===== src/rtl/pws_pkg.sv =====
// Shared constants, types and small functions of the polyphonic wavetable synthesizer.
// No dependencies; every other file of the block imports this package.
package pws_pkg;

    localparam int TableLen  = 48000;
    localparam int Voices    = 8;
    localparam int SineWidth = 24;

    localparam logic [15:0] TABLE_LEN16 = 16'(TableLen);
    localparam logic [15:0] QTR1        = 16'(TableLen / 4);
    localparam logic [15:0] QTR2        = 16'(TableLen / 2);
    localparam logic [15:0] QTR3        = 16'((3 * TableLen) / 4);
    localparam logic [15:0] SAMPLE_WRAP = 16'd48000;

    localparam logic [30:0] HALFPI_Q30     = 31'd1686629713;
    localparam logic [22:0] SINE_AMP       = 23'((1 << (SineWidth - 1)) - 1);
    localparam logic [63:0] ROUND_HALF_Q30 = 64'h0000_0000_2000_0000;

    localparam logic [4:0] GAIN_MAX   = 5'd20;
    localparam logic [4:0] GAIN_RESET = 5'd2;

    localparam logic [7:0] CODE_RELEASE  = 8'hF0;
    localparam logic [7:0] CODE_VOL_DOWN = 8'h41;
    localparam logic [7:0] CODE_VOL_UP   = 8'h49;

    localparam logic [7:0] NOTE_CODES [8] = '{
        8'h1C, 8'h1B, 8'h23, 8'h2B, 8'h3B, 8'h42, 8'h4B, 8'h4C
    };

    localparam logic [24:0] FREQ_RESET [8] = '{
        25'd8572961, 25'd9622782, 25'd10801250, 25'd11443503,
        25'd12844925, 25'd14417920, 25'd16183591, 25'd17145922
    };

    // Serial unit lengths: one multiplier bit or one quotient bit per cycle.
    localparam logic [5:0] MUL_STEPS = 6'd32;
    localparam logic [5:0] DIV_STEPS = 6'd48;

    typedef struct packed {
        logic        start;
        logic [47:0] a;
        logic [31:0] b;
    } mul_req_t;

    typedef struct packed {
        logic        start;
        logic [47:0] dividend;
        logic [15:0] divisor;
    } div_req_t;

    typedef struct packed {
        logic [7:0] keys;
        logic [4:0] gain;
    } keys_t;

    typedef struct packed {
        logic signed [30:0] sample;
        logic [7:0]         keys;
        logic [4:0]         gain;
    } result_t;

    // Divisor (2n)(2n+1) of the n-th Taylor term of the sine series.
    function automatic logic [15:0] taylor_div(input logic [2:0] n);
        logic [15:0] d;
        case (n)
            3'd1: d = 16'd6;
            3'd2: d = 16'd20;
            3'd3: d = 16'd42;
            3'd4: d = 16'd72;
            3'd5: d = 16'd110;
            3'd6: d = 16'd156;
            3'd7: d = 16'd210;
            default: d = 16'd1;
        endcase
        return d;
    endfunction

endpackage


===== src/rtl/pws_mul.sv =====
// Bit-serial shift-and-add multiplier, one multiplier bit per cycle.
// Depends on pws_pkg for the request type and the step count.
module pws_mul (
    input  logic              aclk,
    input  logic              aresetn,
    input  pws_pkg::mul_req_t req,
    output logic              done,
    output logic [63:0]       prod
);
    import pws_pkg::*;

    logic [63:0] acc_reg, acc_next;
    logic [63:0] a_reg, a_next;
    logic [31:0] b_reg, b_next;
    logic [5:0]  cnt_reg, cnt_next;
    logic        busy_reg, busy_next;
    logic        done_reg, done_next;

    always_comb begin
        acc_next  = acc_reg;
        a_next    = a_reg;
        b_next    = b_reg;
        cnt_next  = cnt_reg;
        busy_next = busy_reg;
        done_next = 1'b0;
        if (req.start) begin
            acc_next  = '0;
            a_next    = {16'b0, req.a};
            b_next    = req.b;
            cnt_next  = MUL_STEPS;
            busy_next = 1'b1;
        end else if (busy_reg) begin
            if (b_reg[0]) begin
                acc_next = acc_reg + a_reg;
            end
            a_next   = {a_reg[62:0], 1'b0};
            b_next   = {1'b0, b_reg[31:1]};
            cnt_next = cnt_reg - 6'd1;
            if (cnt_reg == 6'd1) begin
                busy_next = 1'b0;
                done_next = 1'b1;
            end
        end
    end

    always_ff @(posedge aclk) begin
        if (!aresetn) begin
            busy_reg <= 1'b0;
            done_reg <= 1'b0;
            cnt_reg  <= '0;
        end else begin
            busy_reg <= busy_next;
            done_reg <= done_next;
            cnt_reg  <= cnt_next;
        end
        acc_reg <= acc_next;
        a_reg   <= a_next;
        b_reg   <= b_next;
    end

    assign done = done_reg;
    assign prod = acc_reg;

endmodule


===== src/rtl/pws_div.sv =====
// Restoring bit-serial divider, one quotient bit per cycle.
// Depends on pws_pkg for the request type and the step count.
module pws_div (
    input  logic              aclk,
    input  logic              aresetn,
    input  pws_pkg::div_req_t req,
    output logic              done,
    output logic [47:0]       quo,
    output logic [15:0]       rem
);
    import pws_pkg::*;

    logic [47:0] quo_reg, quo_next;
    logic [15:0] rem_reg, rem_next;
    logic [15:0] dvs_reg, dvs_next;
    logic [5:0]  cnt_reg, cnt_next;
    logic        busy_reg, busy_next;
    logic        done_reg, done_next;
    logic [16:0] trial;

    always_comb begin
        quo_next  = quo_reg;
        rem_next  = rem_reg;
        dvs_next  = dvs_reg;
        cnt_next  = cnt_reg;
        busy_next = busy_reg;
        done_next = 1'b0;
        trial     = {rem_reg, quo_reg[47]};
        if (req.start) begin
            quo_next  = req.dividend;
            rem_next  = '0;
            dvs_next  = req.divisor;
            cnt_next  = DIV_STEPS;
            busy_next = 1'b1;
        end else if (busy_reg) begin
            if (trial >= {1'b0, dvs_reg}) begin
                rem_next = 16'(trial - {1'b0, dvs_reg});
                quo_next = {quo_reg[46:0], 1'b1};
            end else begin
                rem_next = trial[15:0];
                quo_next = {quo_reg[46:0], 1'b0};
            end
            cnt_next = cnt_reg - 6'd1;
            if (cnt_reg == 6'd1) begin
                busy_next = 1'b0;
                done_next = 1'b1;
            end
        end
    end

    always_ff @(posedge aclk) begin
        if (!aresetn) begin
            busy_reg <= 1'b0;
            done_reg <= 1'b0;
            cnt_reg  <= '0;
        end else begin
            busy_reg <= busy_next;
            done_reg <= done_next;
            cnt_reg  <= cnt_next;
        end
        quo_reg <= quo_next;
        rem_reg <= rem_next;
        dvs_reg <= dvs_next;
    end

    assign done = done_reg;
    assign quo  = quo_reg;
    assign rem  = rem_reg;

endmodule


===== src/rtl/pws_keys.sv =====
// Scan code decoder: note bits, release mark and volume in half steps.
// Depends on pws_pkg for the code constants and the state type.
module pws_keys (
    input  logic           aclk,
    input  logic           aresetn,
    input  logic           code_valid,
    input  logic [7:0]     code,
    output pws_pkg::keys_t state
);
    import pws_pkg::*;

    logic [7:0] key_reg, key_next;
    logic       rel_reg, rel_next;
    logic [4:0] gain_reg, gain_next;
    logic       hit;

    always_comb begin
        key_next  = key_reg;
        rel_next  = rel_reg;
        gain_next = gain_reg;
        hit       = 1'b0;
        if (code_valid) begin
            for (int v = 0; v < Voices; v++) begin
                if (!hit && code == NOTE_CODES[v]) begin
                    hit = 1'b1;
                    if (rel_reg) begin
                        key_next[v] = 1'b0;
                        rel_next    = 1'b0;
                    end else begin
                        key_next[v] = 1'b1;
                    end
                end
            end
            if (!hit) begin
                case (code)
                    CODE_VOL_DOWN: begin
                        if (gain_reg != 5'd0) begin
                            gain_next = gain_reg - 5'd1;
                        end
                        rel_next = 1'b0;
                    end
                    CODE_VOL_UP: begin
                        if (gain_reg < GAIN_MAX) begin
                            gain_next = gain_reg + 5'd1;
                        end
                        rel_next = 1'b0;
                    end
                    CODE_RELEASE: rel_next = 1'b1;
                    default:      rel_next = 1'b0;
                endcase
            end
        end
    end

    always_ff @(posedge aclk) begin
        if (!aresetn) begin
            key_reg  <= '0;
            rel_reg  <= 1'b0;
            gain_reg <= GAIN_RESET;
        end else begin
            key_reg  <= key_next;
            rel_reg  <= rel_next;
            gain_reg <= gain_next;
        end
    end

    assign state.keys = key_reg;
    assign state.gain = gain_reg;

endmodule


===== src/rtl/pws_seq.sv =====
// Tick sequencer: per held voice phase, table index, two series sine values and the
// interpolated, gain-scaled sum. Depends on pws_pkg, pws_mul and pws_div.
module pws_seq (
    input  logic             aclk,
    input  logic             aresetn,
    input  logic             tick_start,
    input  pws_pkg::keys_t   keys,
    input  logic             cfg_wen,
    input  logic [2:0]       cfg_index,
    input  logic [24:0]      cfg_wdata,
    input  logic             out_free,
    output logic             busy,
    output logic             result_valid,
    output pws_pkg::result_t result
);
    import pws_pkg::*;

    localparam logic [3:0] ST_IDLE   = 4'd0;
    localparam logic [3:0] ST_VCHECK = 4'd1;
    localparam logic [3:0] ST_PHASE  = 4'd2;
    localparam logic [3:0] ST_IDX    = 4'd3;
    localparam logic [3:0] ST_SSTART = 4'd4;
    localparam logic [3:0] ST_X0     = 4'd5;
    localparam logic [3:0] ST_X1     = 4'd6;
    localparam logic [3:0] ST_X2     = 4'd7;
    localparam logic [3:0] ST_T0     = 4'd8;
    localparam logic [3:0] ST_T1     = 4'd9;
    localparam logic [3:0] ST_AMP    = 4'd10;
    localparam logic [3:0] ST_VM0    = 4'd11;
    localparam logic [3:0] ST_VM1    = 4'd12;
    localparam logic [3:0] ST_VNEXT  = 4'd13;
    localparam logic [3:0] ST_FIN    = 4'd14;
    localparam logic [3:0] ST_HOLD   = 4'd15;

    localparam logic [2:0] LAST_VOICE = 3'(Voices - 1);
    localparam logic [2:0] LAST_TERM  = 3'd7;

    logic [3:0]         state_reg, state_next;
    logic [24:0]        freq_reg [8];
    logic [15:0]        t_reg, t_next;
    logic [2:0]         v_reg, v_next;
    logic signed [43:0] sum_reg, sum_next;
    logic [15:0]        frac_reg, frac_next;
    logic [15:0]        nxt_reg, nxt_next;
    logic [15:0]        k_reg, k_next;
    logic               sel_reg, sel_next;
    logic [1:0]         quad_reg, quad_next;
    logic [31:0]        x2_reg, x2_next;
    logic [31:0]        term_reg, term_next;
    logic signed [33:0] ssum_reg, ssum_next;
    logic [2:0]         n_reg, n_next;
    logic [22:0]        s0mag_reg, s0mag_next;
    logic               s0neg_reg, s0neg_next;
    logic [22:0]        s1mag_reg, s1mag_next;
    logic               s1neg_reg, s1neg_next;
    logic [30:0]        res_reg, res_next;
    mul_req_t           mreq_reg, mreq_next;
    div_req_t           dreq_reg, dreq_next;

    logic               mul_done, div_done;
    logic [63:0]        mul_prod;
    logic [47:0]        div_quo;
    logic [15:0]        div_rem;

    logic [1:0]         quad;
    logic [15:0]        qbase;
    logic [15:0]        rq;
    logic [15:0]        kk;
    logic signed [33:0] ssum_upd;
    logic [32:0]        ssum_pos;
    logic [63:0]        rnd;
    logic [22:0]        smag;
    logic [43:0]        sum_abs;
    logic signed [43:0] vprod;
    logic [30:0]        mag;

    pws_mul u_mul (
        .aclk    (aclk),
        .aresetn (aresetn),
        .req     (mreq_reg),
        .done    (mul_done),
        .prod    (mul_prod)
    );

    pws_div u_div (
        .aclk    (aclk),
        .aresetn (aresetn),
        .req     (dreq_reg),
        .done    (div_done),
        .quo     (div_quo),
        .rem     (div_rem)
    );

    // Fold the table index into the first quarter of the period.
    always_comb begin
        if (k_reg < QTR1) begin
            quad  = 2'd0;
            qbase = 16'd0;
        end else if (k_reg < QTR2) begin
            quad  = 2'd1;
            qbase = QTR1;
        end else if (k_reg < QTR3) begin
            quad  = 2'd2;
            qbase = QTR2;
        end else begin
            quad  = 2'd3;
            qbase = QTR3;
        end
        rq = 16'((k_reg - qbase) << 2);
        kk = quad[0] ? 16'(TABLE_LEN16 - rq) : rq;
    end

    always_comb begin
        ssum_upd = n_reg[0] ? ssum_reg - $signed({2'b00, div_quo[31:0]})
                            : ssum_reg + $signed({2'b00, div_quo[31:0]});
        ssum_pos = ssum_upd[33] ? 33'd0 : ssum_upd[32:0];
        rnd      = mul_prod + ROUND_HALF_Q30;
        smag     = (rnd[63:30] > 34'(SINE_AMP)) ? SINE_AMP : rnd[52:30];
        sum_abs  = sum_reg[43] ? 44'(-sum_reg) : 44'(sum_reg);
        vprod    = $signed({1'b0, mul_prod[42:0]});
        mag      = mul_prod[47:17];
    end

    always_comb begin
        state_next      = state_reg;
        t_next          = t_reg;
        v_next          = v_reg;
        sum_next        = sum_reg;
        frac_next       = frac_reg;
        nxt_next        = nxt_reg;
        k_next          = k_reg;
        sel_next        = sel_reg;
        quad_next       = quad_reg;
        x2_next         = x2_reg;
        term_next       = term_reg;
        ssum_next       = ssum_reg;
        n_next          = n_reg;
        s0mag_next      = s0mag_reg;
        s0neg_next      = s0neg_reg;
        s1mag_next      = s1mag_reg;
        s1neg_next      = s1neg_reg;
        res_next        = res_reg;
        mreq_next       = mreq_reg;
        mreq_next.start = 1'b0;
        dreq_next       = dreq_reg;
        dreq_next.start = 1'b0;
        result_valid    = 1'b0;

        case (state_reg)
            ST_IDLE: begin
                if (tick_start) begin
                    v_next     = '0;
                    sum_next   = '0;
                    state_next = ST_VCHECK;
                end
            end
            ST_VCHECK: begin
                if (keys.keys[v_reg]) begin
                    mreq_next  = '{start: 1'b1, a: 48'(freq_reg[v_reg]), b: 32'(t_reg)};
                    state_next = ST_PHASE;
                end else begin
                    state_next = ST_VNEXT;
                end
            end
            ST_PHASE: begin
                if (mul_done) begin
                    frac_next  = mul_prod[15:0];
                    dreq_next  = '{start: 1'b1, dividend: 48'(mul_prod[40:16]),
                                   divisor: TABLE_LEN16};
                    state_next = ST_IDX;
                end
            end
            ST_IDX: begin
                if (div_done) begin
                    k_next     = div_rem;
                    nxt_next   = (div_rem == TABLE_LEN16 - 16'd1) ? 16'd0
                                                                  : div_rem + 16'd1;
                    sel_next   = 1'b0;
                    state_next = ST_SSTART;
                end
            end
            ST_SSTART: begin
                quad_next  = quad;
                mreq_next  = '{start: 1'b1, a: 48'(HALFPI_Q30), b: 32'(kk)};
                state_next = ST_X0;
            end
            ST_X0: begin
                if (mul_done) begin
                    dreq_next  = '{start: 1'b1, dividend: mul_prod[47:0],
                                   divisor: TABLE_LEN16};
                    state_next = ST_X1;
                end
            end
            ST_X1: begin
                if (div_done) begin
                    term_next  = 32'(div_quo[30:0]);
                    ssum_next  = $signed(34'(div_quo[30:0]));
                    mreq_next  = '{start: 1'b1, a: 48'(div_quo[30:0]),
                                   b: 32'(div_quo[30:0])};
                    state_next = ST_X2;
                end
            end
            ST_X2: begin
                if (mul_done) begin
                    x2_next    = mul_prod[61:30];
                    n_next     = 3'd1;
                    mreq_next  = '{start: 1'b1, a: 48'(term_reg), b: mul_prod[61:30]};
                    state_next = ST_T0;
                end
            end
            ST_T0: begin
                if (mul_done) begin
                    dreq_next  = '{start: 1'b1, dividend: 48'(mul_prod[63:30]),
                                   divisor: taylor_div(n_reg)};
                    state_next = ST_T1;
                end
            end
            ST_T1: begin
                if (div_done) begin
                    term_next = div_quo[31:0];
                    ssum_next = ssum_upd;
                    if (n_reg == LAST_TERM) begin
                        mreq_next  = '{start: 1'b1, a: 48'(ssum_pos), b: 32'(SINE_AMP)};
                        state_next = ST_AMP;
                    end else begin
                        n_next     = n_reg + 3'd1;
                        mreq_next  = '{start: 1'b1, a: 48'(div_quo[31:0]), b: x2_reg};
                        state_next = ST_T0;
                    end
                end
            end
            ST_AMP: begin
                if (mul_done) begin
                    if (!sel_reg) begin
                        s0mag_next = smag;
                        s0neg_next = quad_reg[1];
                        k_next     = nxt_reg;
                        sel_next   = 1'b1;
                        state_next = ST_SSTART;
                    end else begin
                        s1mag_next = smag;
                        s1neg_next = quad_reg[1];
                        mreq_next  = '{start: 1'b1, a: 48'(s0mag_reg),
                                       b: 32'(17'h10000 - {1'b0, frac_reg})};
                        state_next = ST_VM0;
                    end
                end
            end
            ST_VM0: begin
                if (mul_done) begin
                    sum_next   = s0neg_reg ? sum_reg - vprod : sum_reg + vprod;
                    mreq_next  = '{start: 1'b1, a: 48'(s1mag_reg), b: 32'(frac_reg)};
                    state_next = ST_VM1;
                end
            end
            ST_VM1: begin
                if (mul_done) begin
                    sum_next   = s1neg_reg ? sum_reg - vprod : sum_reg + vprod;
                    state_next = ST_VNEXT;
                end
            end
            ST_VNEXT: begin
                if (v_reg == LAST_VOICE) begin
                    mreq_next  = '{start: 1'b1, a: 48'(sum_abs), b: 32'(keys.gain)};
                    state_next = ST_FIN;
                end else begin
                    v_next     = v_reg + 3'd1;
                    state_next = ST_VCHECK;
                end
            end
            ST_FIN: begin
                if (mul_done) begin
                    res_next   = sum_reg[43] ? 31'd0 - mag : mag;
                    t_next     = (t_reg == SAMPLE_WRAP) ? 16'd0 : t_reg + 16'd1;
                    state_next = ST_HOLD;
                end
            end
            ST_HOLD: begin
                // The result waits here until the output register can take it.
                if (out_free) begin
                    result_valid = 1'b1;
                    state_next   = ST_IDLE;
                end
            end
            default: state_next = ST_IDLE;
        endcase
    end

    always_ff @(posedge aclk) begin
        if (!aresetn) begin
            state_reg      <= ST_IDLE;
            t_reg          <= '0;
            mreq_reg.start <= 1'b0;
            dreq_reg.start <= 1'b0;
            for (int i = 0; i < 8; i++) begin
                freq_reg[i] <= FREQ_RESET[i];
            end
        end else begin
            state_reg      <= state_next;
            t_reg          <= t_next;
            mreq_reg.start <= mreq_next.start;
            dreq_reg.start <= dreq_next.start;
            if (cfg_wen) begin
                freq_reg[cfg_index] <= cfg_wdata;
            end
        end
        mreq_reg.a        <= mreq_next.a;
        mreq_reg.b        <= mreq_next.b;
        dreq_reg.dividend <= dreq_next.dividend;
        dreq_reg.divisor  <= dreq_next.divisor;
        v_reg     <= v_next;
        sum_reg   <= sum_next;
        frac_reg  <= frac_next;
        nxt_reg   <= nxt_next;
        k_reg     <= k_next;
        sel_reg   <= sel_next;
        quad_reg  <= quad_next;
        x2_reg    <= x2_next;
        term_reg  <= term_next;
        ssum_reg  <= ssum_next;
        n_reg     <= n_next;
        s0mag_reg <= s0mag_next;
        s0neg_reg <= s0neg_next;
        s1mag_reg <= s1mag_next;
        s1neg_reg <= s1neg_next;
        res_reg   <= res_next;
    end

    assign busy          = (state_reg != ST_IDLE);
    assign result.sample = $signed(res_reg);
    assign result.keys   = keys.keys;
    assign result.gain   = keys.gain;

endmodule


===== src/rtl/polyphonic_wavetable_synth_core.sv =====
// Top level of the eight-voice wavetable synthesizer: handshakes and the result register.
// Depends on pws_pkg, pws_keys and pws_seq.
//
// Usage: the input channel (s_valid/s_ready) carries one request per item: s_op = 0
// delivers a PS/2 scan code in s_scan_code, s_op = 1 is an audio sample tick. Scan codes
// produce no result. Each tick produces one result on the m_ channel: the gain-scaled sum
// of the held voices, the held-key bits and the volume in half steps.
// The shared bit-serial multiplier and the restoring divider evaluate the phase, the table
// index and two series sine values per voice.
// The user must write note frequencies on the cfg_wen/cfg_index/cfg_wdata port only while
// the block is idle; the block itself does not enforce this.
// The sine values are computed on demand; there is no table memory and no fill pass.
// The input is not ready while a tick is being computed.
// Reset (aresetn low, synchronous) restores the default frequencies, clears the keys,
// the release mark and the sample counter, and sets the gain to one.
// When the receiver stalls, the finished result waits in the output register; the block
// keeps taking requests, and a second tick finishes but waits until that register frees.
module polyphonic_wavetable_synth_core (
    input  logic               aclk,
    input  logic               aresetn,
    input  logic               s_valid,
    output logic               s_ready,
    input  logic               s_op,
    input  logic [7:0]         s_scan_code,
    output logic               m_valid,
    input  logic               m_ready,
    output logic signed [30:0] m_sample,
    output logic [7:0]         m_keys_down,
    output logic [4:0]         m_volume_halves,
    input  logic               cfg_wen,
    input  logic [2:0]         cfg_index,
    input  logic [24:0]        cfg_wdata
);
    import pws_pkg::*;

    keys_t   keys;
    result_t result;
    logic    seq_busy;
    logic    result_valid;
    logic    accept;
    logic    out_free;

    logic               m_valid_reg, m_valid_next;
    logic signed [30:0] sample_reg;
    logic [7:0]         keys_reg;
    logic [4:0]         gain_reg;

    assign s_ready  = !seq_busy;
    assign accept   = s_valid && s_ready;
    assign out_free = !m_valid_reg || m_ready;

    pws_keys u_keys (
        .aclk       (aclk),
        .aresetn    (aresetn),
        .code_valid (accept && !s_op),
        .code       (s_scan_code),
        .state      (keys)
    );

    pws_seq u_seq (
        .aclk         (aclk),
        .aresetn      (aresetn),
        .tick_start   (accept && s_op),
        .keys         (keys),
        .cfg_wen      (cfg_wen),
        .cfg_index    (cfg_index),
        .cfg_wdata    (cfg_wdata),
        .out_free     (out_free),
        .busy         (seq_busy),
        .result_valid (result_valid),
        .result       (result)
    );

    always_comb begin
        m_valid_next = m_valid_reg;
        if (result_valid) begin
            m_valid_next = 1'b1;
        end else if (m_ready) begin
            m_valid_next = 1'b0;
        end
    end

    always_ff @(posedge aclk) begin
        if (!aresetn) begin
            m_valid_reg <= 1'b0;
        end else begin
            m_valid_reg <= m_valid_next;
        end
        if (result_valid) begin
            sample_reg <= result.sample;
            keys_reg   <= result.keys;
            gain_reg   <= result.gain;
        end
    end

    assign m_valid         = m_valid_reg;
    assign m_sample        = sample_reg;
    assign m_keys_down     = keys_reg;
    assign m_volume_halves = gain_reg;

endmodule


===== config.mk =====
export PLATFORM = sky130hd
export DESIGN_NAME = polyphonic_wavetable_synth_core
export DESIGN_NICKNAME = d
export VERILOG_FILES = /design/src/rtl/pws_pkg.sv /design/src/rtl/pws_mul.sv /design/src/rtl/pws_div.sv /design/src/rtl/pws_keys.sv /design/src/rtl/pws_seq.sv /design/src/rtl/polyphonic_wavetable_synth_core.sv
export SDC_FILE = /design/constraint.sdc
export NUM_CORES = 2
export LEC_CHECK = 0
export ABC_AREA = 1
export BUFFER_PORTS_ARGS = -buffer_cell sky130_fd_sc_hd__buf_2
export CAP_MARGIN = 10
export CORE_MARGIN = 2
export CORE_UTILIZATION = 35
export CTS_BUF_LIST = sky130_fd_sc_hd__clkbuf_2 sky130_fd_sc_hd__clkbuf_4 sky130_fd_sc_hd__clkbuf_8
export DETAILED_ROUTE_END_ITERATION = 12
export MAX_ROUTING_LAYER = met4
export PLACE_DENSITY_LB_ADDON = 0.25
export SETUP_SLACK_MARGIN = 0.2
export SYNTH_ARGS = -nofsm -noshare
export SYNTH_HDL_FRONTEND = slang
export SYNTH_SLANG_ARGS = --single-unit

===== constraint.sdc =====
create_clock -name aclk -period 5.69 [get_ports aclk]
set_input_delay 0.2845 -clock aclk [delete_from_list [all_inputs] [get_ports aclk]]
set_output_delay 0.2845 -clock aclk [all_outputs]
set_load 0.01 [all_outputs]

==> impl_metrics.py <==
metrics = {
    "clock_tree": {
        "clkSlewWorstSetupHoldPaths_ns": 0.06,
        "cts_root_buf": "clkbuf_8",
        "cts_made_buffers": 171,
        "h-tree-depth": 4,
        "clock_latency_ns": 0.99,
        "cts-resized-gates": 0,
        "clockBufferDepth": 3,
        "tritoncts": "yes",
        "cts.sinks": 943,
        "cts_setup_buffers": 0,
    },
    "worst_setup_path": {
        "crit_end": "u_seq.mreq_reg[32]$_DFFE_PP_",
        "r2r-end": "u_seq.mreq_reg[32]$_DFFE_PP_",
        "crit_path_start": "u_seq.u_div.quo[0]$_DFFE_PP_",
        "crit_path_end_kind": "register",
        "crit-reg2reg-launch": "u_seq.u_div.quo[0]$_DFFE_PP_",
        "crit_chain": "inv_1, ha_1, nand2_1, nor3_2, nand3_1, o21ai_2, nand2_1, a21oi_1, o21ai_0, xor2_1, ha_1, nand2_1, nor2_1, nand2_1, nor2_1, nand3_1, nand3_1, nand2_2, nand2_2, inv_2, nand2_1, nand2_1",
        "startpoint_type": "register",
        "cp_data_required_time_ns": 6.36,
        "r2r_cells": 22,
        "reg2reg_slack_ns": 1.06,
        "crit_top_cell": "nand2_1",
        "worstPathMaxFanout": 23,
        "critPathKind": "reg -> reg",
        "slowest_stage": "edfxtp_1",
        "slowest_delay_ns": 0.44,
        "crit_arrival_ns": 5.30,
    },
    "logic_synthesis": {
        "synthCells": 7594,
        "synth_seq_area_share": 0.4576,
        "ys_warn_count": 0,
        "synthDistinctLibCells": 62,
        "synth-async-reset-ratio": 0,
        "synth_flop_cell": "edfxtp_1",
        "synth_enable_flop_cells": 791,
        "synth_area_sq_mm": 0.05856,
        "syn_area_per_cell_sq_um": 7.712,
        "syn-num-nets": 7871,
        "synth-seq-cells": 943,
    },
    "timing": {
        "setup_viol": 0,
        "finalCriticalPeriod_ns": 4.628,
        "worstMarginPinSlew_ns": 1.145,
        "slew_headroom": 0.2337,
        "finalWorstSetupSlack_ns": 1.062,
        "hold_viol_final": 0,
        "finalClockSkew_ns": 0.08370,
        "fin_crit_sh": 0.8133,
        "slew_viol_final": 0,
        "finalSetupTns_ns": 0,
        "rsz0062_at_grt": "false",
        "fmax_mhz": 216.1,
    },
    "layout": {
        "largest_register_ffs": 200,
        "finalNetCount": 8052,
        "layout.cells.non_filler": 10130,
        "utilization": 0.3950,
        "num-fill-cells": 17420,
        "area_growth_pct": 12.42,
        "drive_above_1_share": 0.06869,
    },
    "route": {
        "met2_wirelength_microns": 110600,
        "routed-via-count": 55880,
        "drc": 0,
        "dr.pass1.iters": 7,
        "wl_microns": 254200,
        "antenna_left": 0,
        "wl_met1_microns": 110300,
        "routedWlPerCell_microns": 25.10,
        "wl_met3_microns": 23960,
        "vias_per_cell": 5.516,
        "drt_iter0_drc": 7133,
        "highest_layer": "met4",
    },
    "placed_design": {
        "detailed_place_hpwl_microns": 195200,
        "gp_congestion": 1.029,
        "io_buffers": 87,
        "dp.cells": 9745,
        "place_ws_ns": 1.177,
    },
    "global_route": {
        "grtUsageTotal": 0.2999,
        "grt_max_degree": 86,
        "grt_pass1_wl_microns": 361500,
        "grt_pass1_vias": 51800,
        "antenna_found_initial": 10,
        "overflow": 0,
    },
    "hold_path": {
        "hold_path_class": "in -> reg",
    },
    "floorplanning": {
        "die_height_microns": 413.1,
        "rows": 150,
        "core-area_sq_mm": 0.1667,
        "ios": 88,
        "die_w_microns": 413.1,
        "dieArea_sq_mm": 0.1706,
        "floorplan.initialDensity": 0.3514,
    },
    "outcome": {
        "status": "finished clean",
    },
    "power": {
        "ir_worst_vdd_uv": 249.3,
        "power_mw": 34.56,
        "p_leak_nw": 27.87,
        "power_density_mw_per_mm2": 524.9,
    },
    "run": {
        "cap_violations": 0,
    },
}
## worst max-delay path, delay by kind of cell (launching register included)
family	cells	cell delay [ns]
AOI/OAI and AO/OA	3	0.79
xor gates and xnor gates	1	0.18
adders and majority gates	2	0.59
buffers and inverters	2	0.40
DFF	1	0.44
and+or+nand+nor	14	1.96
## timing repair
item | 4_1_cts | 5_1_grt
endpoints found under the hold margin | 219 | 0
hold buffers | 61 | 0
endpoints found under the setup margin | 0 | 0
## layout make-up
| cell class | count | area, sq um | area share |
|---|---|---|---|
| Clock inverter | 78 | 689.4 | 0.01047 |
| Multi-Input combinational cell | 5486 | 27400 | 0.4161 |
| Sequential cell | 943 | 26800 | 0.4071 |
| Clock buffer | 240 | 2959 | 0.04495 |
| Inverter | 939 | 3526 | 0.05355 |
| Timing Repair Buffer | 234 | 1692 | 0.02569 |
| Tap cell | 2204 | 2758 | 0.04189 |
| Antenna cell | 5 | 12.51 | 0.0001900 |
## per-stage QoR
stage	area [sq um]	hold WS, ns
2_1_floorplan	58560	0.4003
3_3_place_gp	61570	0.4015
3_5_place_dp	61570	0.4045
4_1_cts	65820	0.05401
5_1_grt	65840	0.1376
6_report	65840	0.1546
## Yosys cell counts (all sizes together) (2+ instances only)
| cell | count | share of area |
|---|---|---|
| o21ai | 533 | 0.046 |
| xnor2 | 32 | 0.0048 |
| dfxtp | 152 | 0.052 |
| and2 | 2 | 0.00021 |
| or2 | 16 | 0.0017 |
| nand3 | 467 | 0.040 |
| o21bai | 48 | 0.0062 |
| clkinv | 15 | 0.00098 |
| nand2 | 2078 | 0.13 |
| o221ai | 60 | 0.0090 |
| nor3 | 113 | 0.010 |
| a31oi | 14 | 0.0015 |
| edfxtp | 791 | 0.41 |
| fa | 7 | 0.0024 |
| o31ai | 9 | 0.0012 |
| o22ai | 41 | 0.0044 |
| buf | 54 | 0.0048 |
| xor2 | 147 | 0.022 |
| inv | 924 | 0.059 |
| o2111ai | 19 | 0.0028 |
| o211ai | 48 | 0.0062 |
| a221oi | 8 | 0.0012 |
| a21oi | 449 | 0.038 |
| a211oi | 14 | 0.0018 |
| a21boi | 4 | 0.00051 |
| ha | 228 | 0.049 |
| nand4 | 101 | 0.011 |
| nor4 | 29 | 0.0032 |
| o21a | 10 | 0.0013 |
| nor2 | 968 | 0.063 |
| a22o | 2 | 0.00030 |
| a21o | 4 | 0.00051 |
| clkbuf | 172 | 0.011 |
| nor3b | 8 | 0.0010 |
| and3 | 4 | 0.00043 |
| nand3b | 13 | 0.0017 |
| mux2 | 2 | 0.00038 |
## cells in the final DEF, fill, tap and decap left out, drive strengths merged, types with 5 or more instances in the layout
cell and instances:
dlygate4sd3 61, diode 5, a221oi 8, nand3 467, o22ai 41, a31oi 14, nor3b 8, o21a 10
ha 228, xor2 147, a21oi 449, buf 173, inv 932, o21ai 533, o211ai 48, dfxtp 152
o221ai 60, fa 7, nor3 113, nand4 101, bufinv 10, clkbuf 240, edfxtp 791, nand2 2078
a211oi 14, o31ai 9, clkinv 71, nor4 29, nand3b 13, xnor2 32, or2 16, o21bai 48
o2111ai 19, nor2 968
## report_power, final
part           switching [mW]  internal, mW
sequential               1.72          9.07
clock                    3.21          3.84
combinational            12.3          4.39
total                    17.2          17.3
## kinds of logic (layout without fill, tap and decap cells)
logic type	after synthesis	in the layout	synth area share
AO/OA/AOI/OAI	1270	1270	0.1218
adder cells (fa/ha/maj)	235	235	0.05111
AND/OR/NAND/NOR	3800	3800	0.2663
flip-flops	943	943	0.4576
multiplexers	2	2	0.0003845
XOR/XNOR	179	179	0.02677
buffers and inverters	1165	1491	0.07604
other	0	5	0
## per-layer routing
layer  vias up  GRT usage
li1      25760          -
met1     26840     0.4124
met2      2849     0.4447
met3       432    0.05313
met4         0    0.09956
met5         -          -
## worst min path at each step
stage                                start                               to  slack (ns)  cells past startpoint
6_report                    s_scan_code[3]  u_keys.gain_reg[1]$_SDFFE_PN1P_        0.15                      5
5_1_grt                     s_scan_code[3]  u_keys.gain_reg[1]$_SDFFE_PN1P_        0.14                      5
4_1_cts                     s_scan_code[3]  u_keys.gain_reg[1]$_SDFFE_PN1P_        0.05                      5
3_5_place_dp   u_seq.res_reg[15]$_DFFE_PP_           m_sample[15]$_DFFE_PP_        0.40                      0
3_3_place_gp    u_seq.res_reg[0]$_DFFE_PP_            m_sample[0]$_DFFE_PP_        0.40                      0
2_1_floorplan   u_seq.res_reg[0]$_DFFE_PP_            m_sample[0]$_DFFE_PP_        0.40                      0
No activity file was read; power rests on OpenSTA's default activity.
